==> config.mk <==
export PLATFORM = sky130hd
export DESIGN_NAME = zncc_patch_correlator_flat
export DESIGN_NICKNAME = d
export VERILOG_FILES = /design/src/rtl/zncc_pkg.sv /design/src/rtl/zncc_if.sv /design/src/rtl/zncc_mul.sv /design/src/rtl/zncc_root.sv /design/src/rtl/zncc_patch_correlator.sv /design/src/flat_wrapper.sv
export SDC_FILE = /design/constraint.sdc
export NUM_CORES = 2
export LEC_CHECK = 0
export BUFFER_PORTS_ARGS = -buffer_cell sky130_fd_sc_hd__buf_4
export CORE_MARGIN = 10
export CORE_UTILIZATION = 45
export CTS_CLUSTER_DIAMETER = 50
export DETAILED_ROUTE_END_ITERATION = 12
export MAX_ROUTING_LAYER = met4
export PLACE_DENSITY_LB_ADDON = 0.15
export SLEW_MARGIN = 20
export SYNTH_ARGS = -nofsm -noshare
export SYNTH_HDL_FRONTEND = slang
export SYNTH_SLANG_ARGS = --single-unit
==> constraint.sdc <==
create_clock -name clk -period 9.65 [get_ports clk]
set_clock_uncertainty 0.05 [all_clocks]
set_input_delay 2.895 -clock clk [delete_from_list [all_inputs] [get_ports clk]]
set_output_delay 2.895 -clock clk [all_outputs]
set_load 0.02 [all_outputs]
==> src/rtl/zncc_pkg.sv <==
`default_nettype none
package zncc_pkg;

  localparam int SAMPLE_W = 8;
  localparam int WINDOW_W = 4;
  localparam int COUNT_W  = 8;
  localparam int SUM_W    = 16;
  localparam int SQSUM_W  = 24;
  localparam int OP_W     = 32;
  localparam int PROD_W   = 2 * OP_W;
  localparam int QUOT_W   = 30;
  localparam int ROOT_W   = 15;
  localparam int SCORE_W  = 16;

  localparam logic [WINDOW_W-1:0] WINDOW_RESET = 4'd5;
  localparam logic [WINDOW_W-1:0] MAX_WINDOW   = 4'd15;
  localparam logic [WINDOW_W-1:0] ODD_BIT      = 4'h1;
  localparam logic [COUNT_W-1:0]  PAIRS_RESET  = 8'd25;

  localparam logic signed [SCORE_W-1:0] SCORE_MAX = 16'sd32767;

  localparam logic [4:0] DIV_STEPS  = 5'd30;
  localparam logic [4:0] SQRT_STEPS = 5'd15;

  typedef logic [3:0] step_t;

  // Steps while one item's products are folded into the sums.
  localparam step_t ACC_LL    = 4'd0;
  localparam step_t ACC_RR    = 4'd1;
  localparam step_t ACC_LR    = 4'd2;
  localparam step_t ACC_CLOSE = 4'd3;

  // Steps of the end-of-window product sequence.
  localparam step_t MUL_N_SXY    = 4'd0;
  localparam step_t MUL_SX_SY    = 4'd1;
  localparam step_t MUL_N_SXX    = 4'd2;
  localparam step_t MUL_SX_SX    = 4'd3;
  localparam step_t MUL_N_SYY    = 4'd4;
  localparam step_t MUL_SY_SY    = 4'd5;
  localparam step_t MUL_NUM_SQ   = 4'd6;
  localparam step_t MUL_VAR_PROD = 4'd7;
  localparam step_t MUL_DECIDE   = 4'd8;

  typedef enum logic [2:0] {
    ST_IDLE,
    ST_ACC,
    ST_MUL,
    ST_ROOT,
    ST_EMIT
  } ctrl_state_t;

  typedef enum logic [1:0] {
    RT_IDLE,
    RT_DIV,
    RT_SQRT,
    RT_DONE
  } root_state_t;

  typedef struct packed {
    logic              start;
    logic [PROD_W-1:0] num_sq;
    logic [PROD_W-1:0] prod;
  } root_req_t;

  typedef struct packed {
    logic              done;
    logic [ROOT_W-1:0] root;
  } root_rsp_t;

endpackage
`default_nettype wire

==> src/rtl/zncc_if.sv <==
`default_nettype none
interface zncc_in_if;
  logic                               valid;
  logic                               ready;
  logic [zncc_pkg::SAMPLE_W-1:0]      left_sample;
  logic [zncc_pkg::SAMPLE_W-1:0]      right_sample;

  modport source (output valid, output left_sample, output right_sample, input ready);
  modport sink   (input valid, input left_sample, input right_sample, output ready);
endinterface

interface zncc_out_if;
  logic                               valid;
  logic                               ready;
  logic signed [zncc_pkg::SCORE_W-1:0] correlation;
  logic                               degenerate;

  modport source (output valid, output correlation, output degenerate, input ready);
  modport sink   (input valid, input correlation, input degenerate, output ready);
endinterface
`default_nettype wire

==> src/rtl/zncc_mul.sv <==
`default_nettype none
module zncc_mul (
  input  wire logic                          clk,
  input  wire logic [zncc_pkg::OP_W-1:0]     op_a,
  input  wire logic [zncc_pkg::OP_W-1:0]     op_b,
  output logic      [zncc_pkg::PROD_W-1:0]   prod_r
);

  always_ff @(posedge clk) begin
    prod_r <= zncc_pkg::PROD_W'(op_a) * zncc_pkg::PROD_W'(op_b);
  end

endmodule
`default_nettype wire

==> src/rtl/zncc_root.sv <==
`default_nettype none
module zncc_root (
  input  wire logic                   clk,
  input  wire logic                   rst_n,
  input  wire zncc_pkg::root_req_t    req,
  output zncc_pkg::root_rsp_t         rsp
);

  // Computes isqrt(floor(num_sq * 2^30 / prod)) for num_sq < prod:
  // a restoring divide that produces one quotient bit a cycle, followed by
  // a digit-by-digit square root that consumes two quotient bits a cycle.

  zncc_pkg::root_state_t state_r, state_nxt;
  logic [4:0]                       cnt_r, cnt_nxt;
  logic [zncc_pkg::PROD_W:0]        rem_r, rem_nxt;
  logic [zncc_pkg::PROD_W-1:0]      div_r, div_nxt;
  logic [zncc_pkg::QUOT_W-1:0]      quot_r, quot_nxt;
  logic [zncc_pkg::ROOT_W:0]        srem_r, srem_nxt;
  logic [zncc_pkg::ROOT_W-1:0]      root_r, root_nxt;

  logic [zncc_pkg::PROD_W:0]        rem_sh;
  logic                             div_ge;
  logic [zncc_pkg::ROOT_W+2:0]      sq_sh;
  logic [zncc_pkg::ROOT_W+2:0]      sq_trial;
  logic                             sq_ge;

  always_ff @(posedge clk) begin
    if (!rst_n) begin
      state_r <= zncc_pkg::RT_IDLE;
    end else begin
      state_r <= state_nxt;
    end
  end

  always_ff @(posedge clk) begin
    cnt_r  <= cnt_nxt;
    rem_r  <= rem_nxt;
    div_r  <= div_nxt;
    quot_r <= quot_nxt;
    srem_r <= srem_nxt;
    root_r <= root_nxt;
  end

  always_comb begin
    rem_sh   = {rem_r[zncc_pkg::PROD_W-1:0], 1'b0};
    div_ge   = rem_sh >= {1'b0, div_r};
    sq_sh    = {srem_r, quot_r[zncc_pkg::QUOT_W-1 -: 2]};
    sq_trial = {1'b0, root_r, 2'b01};
    sq_ge    = sq_sh >= sq_trial;
  end

  always_comb begin
    state_nxt = state_r;
    cnt_nxt   = cnt_r;
    rem_nxt   = rem_r;
    div_nxt   = div_r;
    quot_nxt  = quot_r;
    srem_nxt  = srem_r;
    root_nxt  = root_r;
    rsp.done  = 1'b0;
    rsp.root  = root_r;

    unique case (state_r)
      zncc_pkg::RT_IDLE: begin
        if (req.start) begin
          rem_nxt   = {1'b0, req.num_sq};
          div_nxt   = req.prod;
          cnt_nxt   = '0;
          state_nxt = zncc_pkg::RT_DIV;
        end
      end
      zncc_pkg::RT_DIV: begin
        rem_nxt  = div_ge ? rem_sh - {1'b0, div_r} : rem_sh;
        quot_nxt = {quot_r[zncc_pkg::QUOT_W-2:0], div_ge};
        cnt_nxt  = cnt_r + 5'd1;
        if (cnt_r == zncc_pkg::DIV_STEPS - 5'd1) begin
          cnt_nxt   = '0;
          srem_nxt  = '0;
          root_nxt  = '0;
          state_nxt = zncc_pkg::RT_SQRT;
        end
      end
      zncc_pkg::RT_SQRT: begin
        srem_nxt = sq_ge ? (zncc_pkg::ROOT_W+1)'(sq_sh - sq_trial)
                         : (zncc_pkg::ROOT_W+1)'(sq_sh);
        root_nxt = {root_r[zncc_pkg::ROOT_W-2:0], sq_ge};
        quot_nxt = {quot_r[zncc_pkg::QUOT_W-3:0], 2'b00};
        cnt_nxt  = cnt_r + 5'd1;
        if (cnt_r == zncc_pkg::SQRT_STEPS - 5'd1) begin
          state_nxt = zncc_pkg::RT_DONE;
        end
      end
      zncc_pkg::RT_DONE: begin
        rsp.done  = 1'b1;
        state_nxt = zncc_pkg::RT_IDLE;
      end
      default: begin
        state_nxt = zncc_pkg::RT_IDLE;
      end
    endcase
  end

endmodule
`default_nettype wire

==> src/rtl/zncc_patch_correlator.sv <==
`default_nettype none
// Channel   Direction  Handshake       Payload
// in_ch     sink       valid / ready   left_sample[7:0], right_sample[7:0]
// out_ch    source     valid / ready   correlation[15:0] signed Q1.15, degenerate
// cfg_*     write      cfg_we          cfg_wdata[3:0] = window_size (odd only)
//
// An item runs the accept cycle and then four accumulate steps that run
// three products through the shared 32x32 multiplier. The item that completes a
// window then runs nine multiplier steps, the root unit (30 divide steps,
// 15 square root steps and a done state) and a step that loads the output; a
// saturated or degenerate score skips the root unit.
// Reset (rst_n low, synchronous) clears the sums, the count and the output valid,
// and sets window_size to 5. A result waiting on out_ch does not block the
// next items; only the following window's result waits for it.
module zncc_patch_correlator (
  input  wire logic                             clk,
  input  wire logic                             rst_n,
  zncc_in_if.sink                               in_ch,
  zncc_out_if.source                            out_ch,
  input  wire logic                             cfg_we,
  input  wire logic [zncc_pkg::WINDOW_W-1:0]    cfg_wdata
);

  zncc_pkg::ctrl_state_t state_r, state_nxt;
  zncc_pkg::step_t       step_r, step_nxt;

  logic [zncc_pkg::COUNT_W-1:0]  pairs_r;
  logic [zncc_pkg::COUNT_W-1:0]  count_r, count_nxt;
  logic [zncc_pkg::SUM_W-1:0]    sum_left_r, sum_left_nxt;
  logic [zncc_pkg::SUM_W-1:0]    sum_right_r, sum_right_nxt;
  logic [zncc_pkg::SQSUM_W-1:0]  sum_left_sq_r, sum_left_sq_nxt;
  logic [zncc_pkg::SQSUM_W-1:0]  sum_right_sq_r, sum_right_sq_nxt;
  logic [zncc_pkg::SQSUM_W-1:0]  sum_cross_r, sum_cross_nxt;

  logic [zncc_pkg::SAMPLE_W-1:0] left_r, left_nxt;
  logic [zncc_pkg::SAMPLE_W-1:0] right_r, right_nxt;

  logic [zncc_pkg::OP_W-1:0]     term_r, term_nxt;
  logic [zncc_pkg::OP_W:0]       num_r, num_nxt;
  logic [zncc_pkg::OP_W:0]       var_left_r, var_left_nxt;
  logic [zncc_pkg::OP_W:0]       var_right_r, var_right_nxt;
  logic [zncc_pkg::PROD_W-1:0]   num_sq_r, num_sq_nxt;

  logic signed [zncc_pkg::SCORE_W-1:0] res_corr_r, res_corr_nxt;
  logic                                res_degen_r, res_degen_nxt;

  logic                                out_valid_r, out_valid_nxt;
  logic signed [zncc_pkg::SCORE_W-1:0] out_corr_r, out_corr_nxt;
  logic                                out_degen_r, out_degen_nxt;

  logic [zncc_pkg::OP_W-1:0]     op_a, op_b;
  logic [zncc_pkg::PROD_W-1:0]   mul_p;
  logic [zncc_pkg::OP_W:0]       num_negated;
  logic [zncc_pkg::OP_W-1:0]     num_abs;
  logic [zncc_pkg::OP_W:0]       diff;
  logic                          degen;
  logic                          num_neg;
  logic [zncc_pkg::SCORE_W-1:0]  root_ext;

  zncc_pkg::root_req_t root_req;
  zncc_pkg::root_rsp_t root_rsp;

  zncc_mul u_mul (
    .clk    (clk),
    .op_a   (op_a),
    .op_b   (op_b),
    .prod_r (mul_p)
  );

  zncc_root u_root (
    .clk   (clk),
    .rst_n (rst_n),
    .req   (root_req),
    .rsp   (root_rsp)
  );

  // The pair count per window is kept as window_size squared.
  always_ff @(posedge clk) begin
    if (!rst_n) begin
      pairs_r <= zncc_pkg::PAIRS_RESET;
    end else if (cfg_we && (cfg_wdata & zncc_pkg::ODD_BIT) != '0 &&
                 cfg_wdata <= zncc_pkg::MAX_WINDOW) begin
      pairs_r <= zncc_pkg::COUNT_W'(cfg_wdata) * zncc_pkg::COUNT_W'(cfg_wdata);
    end
  end

  always_ff @(posedge clk) begin
    if (!rst_n) begin
      state_r        <= zncc_pkg::ST_IDLE;
      step_r         <= '0;
      count_r        <= '0;
      sum_left_r     <= '0;
      sum_right_r    <= '0;
      sum_left_sq_r  <= '0;
      sum_right_sq_r <= '0;
      sum_cross_r    <= '0;
      out_valid_r    <= 1'b0;
    end else begin
      state_r        <= state_nxt;
      step_r         <= step_nxt;
      count_r        <= count_nxt;
      sum_left_r     <= sum_left_nxt;
      sum_right_r    <= sum_right_nxt;
      sum_left_sq_r  <= sum_left_sq_nxt;
      sum_right_sq_r <= sum_right_sq_nxt;
      sum_cross_r    <= sum_cross_nxt;
      out_valid_r    <= out_valid_nxt;
    end
  end

  always_ff @(posedge clk) begin
    left_r      <= left_nxt;
    right_r     <= right_nxt;
    term_r      <= term_nxt;
    num_r       <= num_nxt;
    var_left_r  <= var_left_nxt;
    var_right_r <= var_right_nxt;
    num_sq_r    <= num_sq_nxt;
    res_corr_r  <= res_corr_nxt;
    res_degen_r <= res_degen_nxt;
    out_corr_r  <= out_corr_nxt;
    out_degen_r <= out_degen_nxt;
  end

  always_comb begin
    num_negated = ~num_r + 1'b1;
    num_neg     = num_r[zncc_pkg::OP_W];
    num_abs     = num_neg ? num_negated[zncc_pkg::OP_W-1:0] : num_r[zncc_pkg::OP_W-1:0];
    diff        = {1'b0, term_r} - {1'b0, mul_p[zncc_pkg::OP_W-1:0]};
    degen       = var_left_r[zncc_pkg::OP_W] || var_left_r == '0 ||
                  var_right_r[zncc_pkg::OP_W] || var_right_r == '0;
    root_ext    = {1'b0, root_rsp.root};
  end

  assign in_ch.ready        = (state_r == zncc_pkg::ST_IDLE);
  assign out_ch.valid       = out_valid_r;
  assign out_ch.correlation = out_corr_r;
  assign out_ch.degenerate  = out_degen_r;

  always_comb begin
    state_nxt        = state_r;
    step_nxt         = step_r;
    count_nxt        = count_r;
    sum_left_nxt     = sum_left_r;
    sum_right_nxt    = sum_right_r;
    sum_left_sq_nxt  = sum_left_sq_r;
    sum_right_sq_nxt = sum_right_sq_r;
    sum_cross_nxt    = sum_cross_r;
    left_nxt         = left_r;
    right_nxt        = right_r;
    term_nxt         = term_r;
    num_nxt          = num_r;
    var_left_nxt     = var_left_r;
    var_right_nxt    = var_right_r;
    num_sq_nxt       = num_sq_r;
    res_corr_nxt     = res_corr_r;
    res_degen_nxt    = res_degen_r;
    out_valid_nxt    = out_valid_r && !out_ch.ready;
    out_corr_nxt     = out_corr_r;
    out_degen_nxt    = out_degen_r;
    op_a             = '0;
    op_b             = '0;
    root_req.start   = 1'b0;
    root_req.num_sq  = num_sq_r;
    root_req.prod    = mul_p;

    unique case (state_r)
      zncc_pkg::ST_IDLE: begin
        if (in_ch.valid) begin
          left_nxt      = in_ch.left_sample;
          right_nxt     = in_ch.right_sample;
          sum_left_nxt  = sum_left_r + zncc_pkg::SUM_W'(in_ch.left_sample);
          sum_right_nxt = sum_right_r + zncc_pkg::SUM_W'(in_ch.right_sample);
          count_nxt     = count_r + 1'b1;
          step_nxt      = zncc_pkg::ACC_LL;
          state_nxt     = zncc_pkg::ST_ACC;
        end
      end

      // Each product lands in the multiplier register in the step after its operands
      // are presented, so each step after the first folds in the previous product.
      zncc_pkg::ST_ACC: begin
        step_nxt = step_r + 1'b1;
        case (step_r)
          zncc_pkg::ACC_LL: begin
            op_a = zncc_pkg::OP_W'(left_r);
            op_b = zncc_pkg::OP_W'(left_r);
          end
          zncc_pkg::ACC_RR: begin
            op_a            = zncc_pkg::OP_W'(right_r);
            op_b            = zncc_pkg::OP_W'(right_r);
            sum_left_sq_nxt = sum_left_sq_r + mul_p[zncc_pkg::SQSUM_W-1:0];
          end
          zncc_pkg::ACC_LR: begin
            op_a             = zncc_pkg::OP_W'(left_r);
            op_b             = zncc_pkg::OP_W'(right_r);
            sum_right_sq_nxt = sum_right_sq_r + mul_p[zncc_pkg::SQSUM_W-1:0];
          end
          default: begin
            sum_cross_nxt = sum_cross_r + mul_p[zncc_pkg::SQSUM_W-1:0];
            step_nxt      = zncc_pkg::MUL_N_SXY;
            state_nxt     = (count_r >= pairs_r) ? zncc_pkg::ST_MUL : zncc_pkg::ST_IDLE;
          end
        endcase
      end

      zncc_pkg::ST_MUL: begin
        step_nxt = step_r + 1'b1;
        case (step_r)
          zncc_pkg::MUL_N_SXY: begin
            op_a = zncc_pkg::OP_W'(pairs_r);
            op_b = zncc_pkg::OP_W'(sum_cross_r);
          end
          zncc_pkg::MUL_SX_SY: begin
            op_a     = zncc_pkg::OP_W'(sum_left_r);
            op_b     = zncc_pkg::OP_W'(sum_right_r);
            term_nxt = mul_p[zncc_pkg::OP_W-1:0];
          end
          zncc_pkg::MUL_N_SXX: begin
            op_a    = zncc_pkg::OP_W'(pairs_r);
            op_b    = zncc_pkg::OP_W'(sum_left_sq_r);
            num_nxt = diff;
          end
          zncc_pkg::MUL_SX_SX: begin
            op_a     = zncc_pkg::OP_W'(sum_left_r);
            op_b     = zncc_pkg::OP_W'(sum_left_r);
            term_nxt = mul_p[zncc_pkg::OP_W-1:0];
          end
          zncc_pkg::MUL_N_SYY: begin
            op_a         = zncc_pkg::OP_W'(pairs_r);
            op_b         = zncc_pkg::OP_W'(sum_right_sq_r);
            var_left_nxt = diff;
          end
          zncc_pkg::MUL_SY_SY: begin
            op_a     = zncc_pkg::OP_W'(sum_right_r);
            op_b     = zncc_pkg::OP_W'(sum_right_r);
            term_nxt = mul_p[zncc_pkg::OP_W-1:0];
          end
          zncc_pkg::MUL_NUM_SQ: begin
            op_a          = num_abs;
            op_b          = num_abs;
            var_right_nxt = diff;
          end
          zncc_pkg::MUL_VAR_PROD: begin
            op_a       = var_left_r[zncc_pkg::OP_W-1:0];
            op_b       = var_right_r[zncc_pkg::OP_W-1:0];
            num_sq_nxt = mul_p;
          end
          default: begin
            // The variance product is in the multiplier register now.
            count_nxt        = '0;
            sum_left_nxt     = '0;
            sum_right_nxt    = '0;
            sum_left_sq_nxt  = '0;
            sum_right_sq_nxt = '0;
            sum_cross_nxt    = '0;
            step_nxt         = '0;
            if (degen) begin
              res_corr_nxt  = '0;
              res_degen_nxt = 1'b1;
              state_nxt     = zncc_pkg::ST_EMIT;
            end else if (num_sq_r >= mul_p) begin
              // A ratio of one or more saturates.
              res_corr_nxt  = num_neg ? -zncc_pkg::SCORE_MAX : zncc_pkg::SCORE_MAX;
              res_degen_nxt = 1'b0;
              state_nxt     = zncc_pkg::ST_EMIT;
            end else begin
              root_req.start = 1'b1;
              state_nxt      = zncc_pkg::ST_ROOT;
            end
          end
        endcase
      end

      zncc_pkg::ST_ROOT: begin
        if (root_rsp.done) begin
          res_corr_nxt  = num_neg ? -$signed(root_ext) : $signed(root_ext);
          res_degen_nxt = 1'b0;
          state_nxt     = zncc_pkg::ST_EMIT;
        end
      end

      zncc_pkg::ST_EMIT: begin
        if (!out_valid_r || out_ch.ready) begin
          out_valid_nxt = 1'b1;
          out_corr_nxt  = res_corr_r;
          out_degen_nxt = res_degen_r;
          state_nxt     = zncc_pkg::ST_IDLE;
        end
      end

      default: begin
        state_nxt = zncc_pkg::ST_IDLE;
      end
    endcase
  end

endmodule
`default_nettype wire
==> src/flat_wrapper.sv <==
// flat-port wrapper written by rule: the top's interface ports become plain ports
module zncc_patch_correlator_flat 
  (clk, rst_n, cfg_we, cfg_wdata, in_ch_valid, in_ch_left_sample, in_ch_right_sample, in_ch_ready, out_ch_valid, out_ch_correlation, out_ch_degenerate, out_ch_ready);
  zncc_in_if in_ch_i ();
  zncc_out_if out_ch_i ();
  input  wire logic clk;
  input  wire logic rst_n;
  input  wire logic cfg_we;
  input  wire logic [zncc_pkg::WINDOW_W-1:0] cfg_wdata;
  input wire logic [$bits(in_ch_i.valid)-1:0] in_ch_valid;
  input wire logic [$bits(in_ch_i.left_sample)-1:0] in_ch_left_sample;
  input wire logic [$bits(in_ch_i.right_sample)-1:0] in_ch_right_sample;
  output wire logic [$bits(in_ch_i.ready)-1:0] in_ch_ready;
  output wire logic [$bits(out_ch_i.valid)-1:0] out_ch_valid;
  output wire logic [$bits(out_ch_i.correlation)-1:0] out_ch_correlation;
  output wire logic [$bits(out_ch_i.degenerate)-1:0] out_ch_degenerate;
  input wire logic [$bits(out_ch_i.ready)-1:0] out_ch_ready;
  assign in_ch_i.valid = in_ch_valid;
  assign in_ch_i.left_sample = in_ch_left_sample;
  assign in_ch_i.right_sample = in_ch_right_sample;
  assign in_ch_ready = in_ch_i.ready;
  assign out_ch_valid = out_ch_i.valid;
  assign out_ch_correlation = out_ch_i.correlation;
  assign out_ch_degenerate = out_ch_i.degenerate;
  assign out_ch_i.ready = out_ch_ready;
  zncc_patch_correlator u_core (.clk(clk), .rst_n(rst_n), .in_ch(in_ch_i), .out_ch(out_ch_i), .cfg_we(cfg_we), .cfg_wdata(cfg_wdata));
endmodule
# Yosys cells after proc, flatten, opt, wreduce, memory -nomap -nowiden
# Cells that the tools add are included.
[totals]
reg_bits = 633
output_inout_bits = 19
wordCells = 195
[op_classes]
add_sub_neg = 13
mul = 2
n_lt_le_gt_ge = 5
eq_ne = 27
muxes = 70
bitwise = 1
n_reduce_logical = 48
[op_table]
columns = ["operator", "count"]
rows = [
  ["$pmux 32 s7", 1],
  ["$mux 16", 11],
  ["$pmux 32 s5", 1],
  ["$pmux 24 s2", 3],
  ["$mux 64", 2],
  ["$pmux 16 s2", 4],
  ["$pmux 32 s2", 2],
  ["$pmux 64 s2", 1],
  ["$mux 24", 4],
  ["$add 24x24->24", 3],
  ["$logic_not 33->1", 2],
  ["$ge 65x64->1", 1],
  ["$ge 64x64->1", 1],
  ["$mul 32x32->64", 1],
  ["$sub 64x64->64", 1],
  ["$pmux 30 s2", 1],
  ["$pmux 8 s2", 3],
  ["$sub 32x32->33", 1],
  ["$add 16x8->16", 2],
  ["$add 32x1->32 const B", 1],
  ["$mux 32", 1],
  ["$not 32->32", 1],
  ["$pmux 15 s2", 1],
  ["$reduce_and 2->1", 12],
  ["other kinds (48)", 105],
]

# Depth between registers and ports, before layout
[depth]
ltp_word = 9
depth_mapped = 40

# Cells and area by module
# From an unflattened synthesis, not the netlist that was laid out.
[unflattened]
cells_unflattened = 7462
area_unflattened_um2 = 70248.6
[by_module_without_submodules]
columns = ["module", "n_inst", "cells_per_inst", "area_each_um2", "seq_area_each_um2"]
rows = [
  ["zncc_mul", 1, 3859, 35031.1, 1281.2],
  ["zncc_patch_correlator", 1, 2216, 22088.7, 9899.5],
  ["zncc_root", 1, 1387, 13128.8, 5865.6],
]

# Least setup slack after synthesis
# No wires, ideal clock.
[synth_timing]
path_kind = "register to register"
start = "register u_core.num_r[5] in the netlist's numbering"
end = "register u_core.u_mul.prod_r[50] in the netlist's numbering"
t_arrival_ns = 9.433
required_ns = 9.466
path_slack_ns = 0.033
path_stages_with_launch = 38
path_cell_list = "edfxtp_1 or4_1 or3_1 inv_1 nand2_1 o41ai_1 xor2_1 nor2_1 a21oi_1 buf_2 nor2_1 buf_2 nand2_1 fa_1 inv_1 fa_1 inv_1 fa_1 [... 2 more ...] fa_1 fa_1 fa_1 inv_1 fa_1 inv_1 ha_1 a21o_1 a21o_1 a21oi_1 nand2_1 a31oi_1 nor2_1 a31o_2 a2111oi_2 nor2_1 nor4bb_1 or4_1"
[synth_via]
elab_chain_cells = 6
word_cells_on_any_way = 8
cone_classes = "add/sub: 1; mul: 1; mux: 5; bitwise: 1"
[synth_lines]
columns = ["element", "line_no", "text"]
rows = [
  ["from (decl)", "zncc_patch_correlator.sv:39", "logic [zncc_pkg::OP_W:0] num_r, num_nxt;"],
  ["from (signal assigned)", "zncc_patch_correlator.sv:115", "num_r <= num_nxt;"],
  ["$not 32->32", "zncc_patch_correlator.sv:126", "num_negated = ~num_r + 1'b1;"],
  ["$add 32x1->32", "zncc_patch_correlator.sv:126", ""],
  ["$mux 32 (*)", "zncc_patch_correlator.sv:128", "num_abs = num_neg ? num_negated[zncc_pkg::OP_W-1:0] : num_r[zncc_pkg::OP_W-1:0];"],
  ["$pmux 32 s7 / $pmux 32 s5 (equally long branches)", "zncc_patch_correlator.sv:209", "case (step_r)"],
  ["$pmux 32 s2", "zncc_patch_correlator.sv:167", "unique case (state_r)"],
  ["$mul 32x32->64 (*)", "zncc_mul.sv:10", "prod_r <= zncc_pkg::PROD_W'(op_a) * zncc_pkg::PROD_W'(op_b);"],
  ["to (signal assigned)", "zncc_mul.sv:10", ""],
  ["to (decl)", "zncc_mul.sv:6", "output logic [zncc_pkg::PROD_W-1:0] prod_r"],
]
# Mark *: on every way between the ends. The rest lies on a longest branch, timed or not.
# A chain may end at the register's enable or synchronous reset.

# Final worst setup path
[layout_timing]
start = "register u_core.num_r[4] in the netlist's numbering"
end = "register u_core.u_mul.prod_r[63] in the netlist's numbering"
# Same word-level chain as after synthesis.

==> results.md <==
* Status: finished, violations left
* Failing checks: setup timing
* Area contributors post-synth: fa_1 26%, edfxtp_1 19%, ha_1 9.9%
* Clock latency on the worst-skew pair at a little under 0.7 ns
* Synth Flop Type: edfxtp_1
* Final GP Congestion at between 1 and 1.5
* Initial Utilization at 45.45%
* Post-synth EDFFs at between 400 and 500
* # rows at ~140
* Die Ht at approximately 410 um
* First-pass GRT wire length at roughly 370,000 um
* CP max stage cell: fa_1
* Port buffer count at 43
* Vias at around 57,000
* Sequential share of the synthesized area at roughly 25%
* Number of remaining DRC errors at 0
* Tot GR Track Use at 29.53%
* Die area at ~0.17 mm^2
* RSZ-0062 raised after global routing: yes
* CTS H-tree lvls at 3
* Worst VDD drop at roughly 140 uV
* Fillers at approximately 14,000
* Yosys cell types at a little under 100
* GR Overflow Total at 0
* Worst stage delay on the critical path at roughly 0.62 ns
* Worst setup SP type: flip-flop
* Die Wd at roughly 410 um
* Initial antenna violation count at 7
* Post-synth top cells: 1,279 x inv_1, 904 x fa_1, 860 x nor2_1, 717 x nand2_1, 550 x ha_1
* Final WS setup at -0.2279 ns
* Final min period at just under 10 ns
* CP Class: flip-flop to flip-flop
* CP arrival at 10.43 ns
* Critical Path RT at roughly 10 ns
* Routed Antenna Nets at 0
* DP HPWL at slightly above 200,000 um
* Tightest Hold Check Type: flip-flop to flip-flop
* Clock Tree Root: clkbuf_16
* Final hold vios at 0
* Final core area utilization at between 50% and 60%
* CP Capture Type: flip-flop
* Avg Cell Area, Syn at slightly above 9 um^2
* Largest net degree at the start of global routing at slightly below 90
* Layout Nets at 9,597
* Critical Path Most Common Cell: fa_1
* Most common cell in the netlist: inv_1
* Setup TNS at -1.050 ns
* Slew @ Worst Pin at 1.255 ns
* DP Worst Slack at -0.7241 ns
* Core Region at approximately 0.15 mm^2
* # clock sinks at about 630
* Final Max Tran Viols at 0
* Slew headroom at between 10% and 20%
* Ys async rst share at 0%
* WHS at between 0.3 and 0.4 ns
* WL/cell at roughly 24 um
* CTS max path bufs at 3
* Vias in the first global route at around 58,000
* Maxcap violations at 0
* Number of DRC markers in iteration 0 at 5,349
* Final period util at 102.4%
* Vias per cell at roughly 5.6
* Post-synth top area share at 26.12%
* Final setup viols at 11
* I/O Pins at 44
* Leakage at about 38 nW
* Share of layout cells above drive strength 1 at 15.82%
* CTS Buf Count at 83
* Post-Syn Area at 0.06929 mm^2
* Yosys top cell by area: fa_1
* Kind of cell adding the most delay to the critical path: adder cells
* Pre-antenna DRT Iters at 9
* Total power at 8.432 mW
* Synth Instances at between 7,000 and 8,000
* FMAX at just over 0.1 GHz
* Bufs and invs on worst path at 12
* Area grow syn2layout at 17.78%
* Synth Warn # at 0
* Reg clk slew, reported paths at 0.06 ns
* Cell Pwr Density at 103.3 mW/mm^2
* CTS tree: yes
* CTS hold repair buffers at 0
* Yosys reg bits at between 600 and 700
* Syn_nets at just under 9,000
* Routed WL at about 240,000 um
* Crit path max fanout at 10
==> worst register-to-register path, delay by kind of cell (launching register included) <==
family                   cells  cell delay (ns)
AO/OA/AOI/OAI               10             2.09
buffers and inverters       12             1.25
adder cells (fa/ha/maj)      9             4.16
AND/OR/NAND/NOR              6             1.53
XOR/XNOR                     2             0.35
flip-flops                   1             0.39
==> per-layer routing <==
| layer | global-route usage (%) | part of all wire (%) | wire, um | vias to the layer above |
|---|---|---|---|---|
| met2 | 42.71 | 42 | 103300 | 2246 |
| li1 | - | - | - | 25728 |
| met1 | 42.34 | 45 | 110900 | 28431 |
| met5 | - | 0 | 0 | - |
| met3 | 4.825 | 8.7 | 21200 | 375 |
| met4 | 8.975 | 3.7 | 8929 | 0 |
==> kinds of logic (layout without fill, tap and decap cells) <==
kind of cell	count (synthesis)	in the layout	share of synthesized area [%]
AO/OA/AOI/OAI	1228	1228	11.57
XOR/XNOR	269	269	3.400
adder cells (fa/ha/maj)	1454	1454	36.05
buffers and inverters	1585	2302	8.752
flip-flops	632	632	24.60
multiplexers	104	104	1.553
other	0	4	0
AND/OR/NAND/NOR	2199	2199	14.07
==> sequential cells by signal, summed over array words and instances (netlist names), 30 cells and up <==
signal	count
u_core.u_root.div_r	64
u_core.u_root.rem_r	64
u_core.u_root.quot_r	30
u_core.u_mul.prod_r	64
u_core.var_left_r	33
u_core.num_r	33
u_core.var_right_r	33
u_core.term_r	32
u_core.num_sq_r	64
==> layout by cell type (no fill, tap or decap), types with 22 or more instances in the layout <==
cell	netlist	routed
a211oi_1	25	22
a21o_1	159	155
a21oi_1	377	350
a21oi_2	6	27
a22oi_1	115	115
a31oi_1	28	28
and2_1	73	66
and3_1	47	46
buf_12	0	52
buf_4	1	798
clkbuf_16	0	83
dfxtp_1	193	193
edfxtp_1	439	439
fa_1	904	880
fa_2	0	24
ha_1	550	530
inv_1	1279	1264
mux2_2	28	28
mux2i_1	76	76
nand2_1	717	707
nand2b_1	61	54
nand3_1	90	87
nand4_1	55	55
nor2_1	860	832
nor2_2	0	24
nor2b_1	72	68
nor3_1	63	56
nor4_1	34	32
o211ai_1	22	22
o21a_1	41	40
o21ai_0	179	156
o21ai_1	17	30
o21bai_1	34	34
o22ai_1	28	24
or3_1	40	35
xnor2_1	149	149
xor2_1	120	117
==> report_power, final <==
| part | total (mW) | internal [mW] | switching [mW] |
|---|---|---|---|
| sequential | 3.14 | 3.02 | 0.115 |
| combinational | 2.18 | 0.728 | 1.45 |
| clock | 3.11 | 1.79 | 1.32 |
==> worst paths after layout <==
check                       start                      endpoint  slack, ns  depth (start not counted)
max reg2reg       u_core.num_r[4]       u_core.u_mul.prod_r[63]      -0.23                         39
min reg2reg  u_core.res_corr_r[1]  u_core.out_ch.correlation[1]       0.37                          0
max               u_core.num_r[4]       u_core.u_mul.prod_r[63]      -0.23                         39
min          u_core.res_corr_r[1]  u_core.out_ch.correlation[1]       0.37                          0
==> layout make-up <==
class                      instances  area (um^2)  share of cell area [%]
clock inverter                    52        601.8                  0.7374
antenna                            4        10.01                 0.01226
multi-input combinational       5254        47180                   57.82
tap                             2030         2540                   3.112
sequential                       632        17050                   20.89
inverter                        1280         4805                   5.887
timing repair buffer             867         7223                   8.851
clock buffer                     103         2202                   2.698
==> through the flow <==
stage	std cells	instance area, um^2
floorplan	7471	69290
global placement	10005	77400
detailed placement	10005	77400
CTS	10203	81190
global route	10222	81610
finish	10222	81610
==> timing repair <==
item                       4_1_cts  5_1_grt
resized for setup              166       71
gates cloned                     0        0
setup buffers                   49       18
pin swaps                      102       65
setup endpoints to repair       25       31
Note: power is estimated with default switching activity, not from simulation.
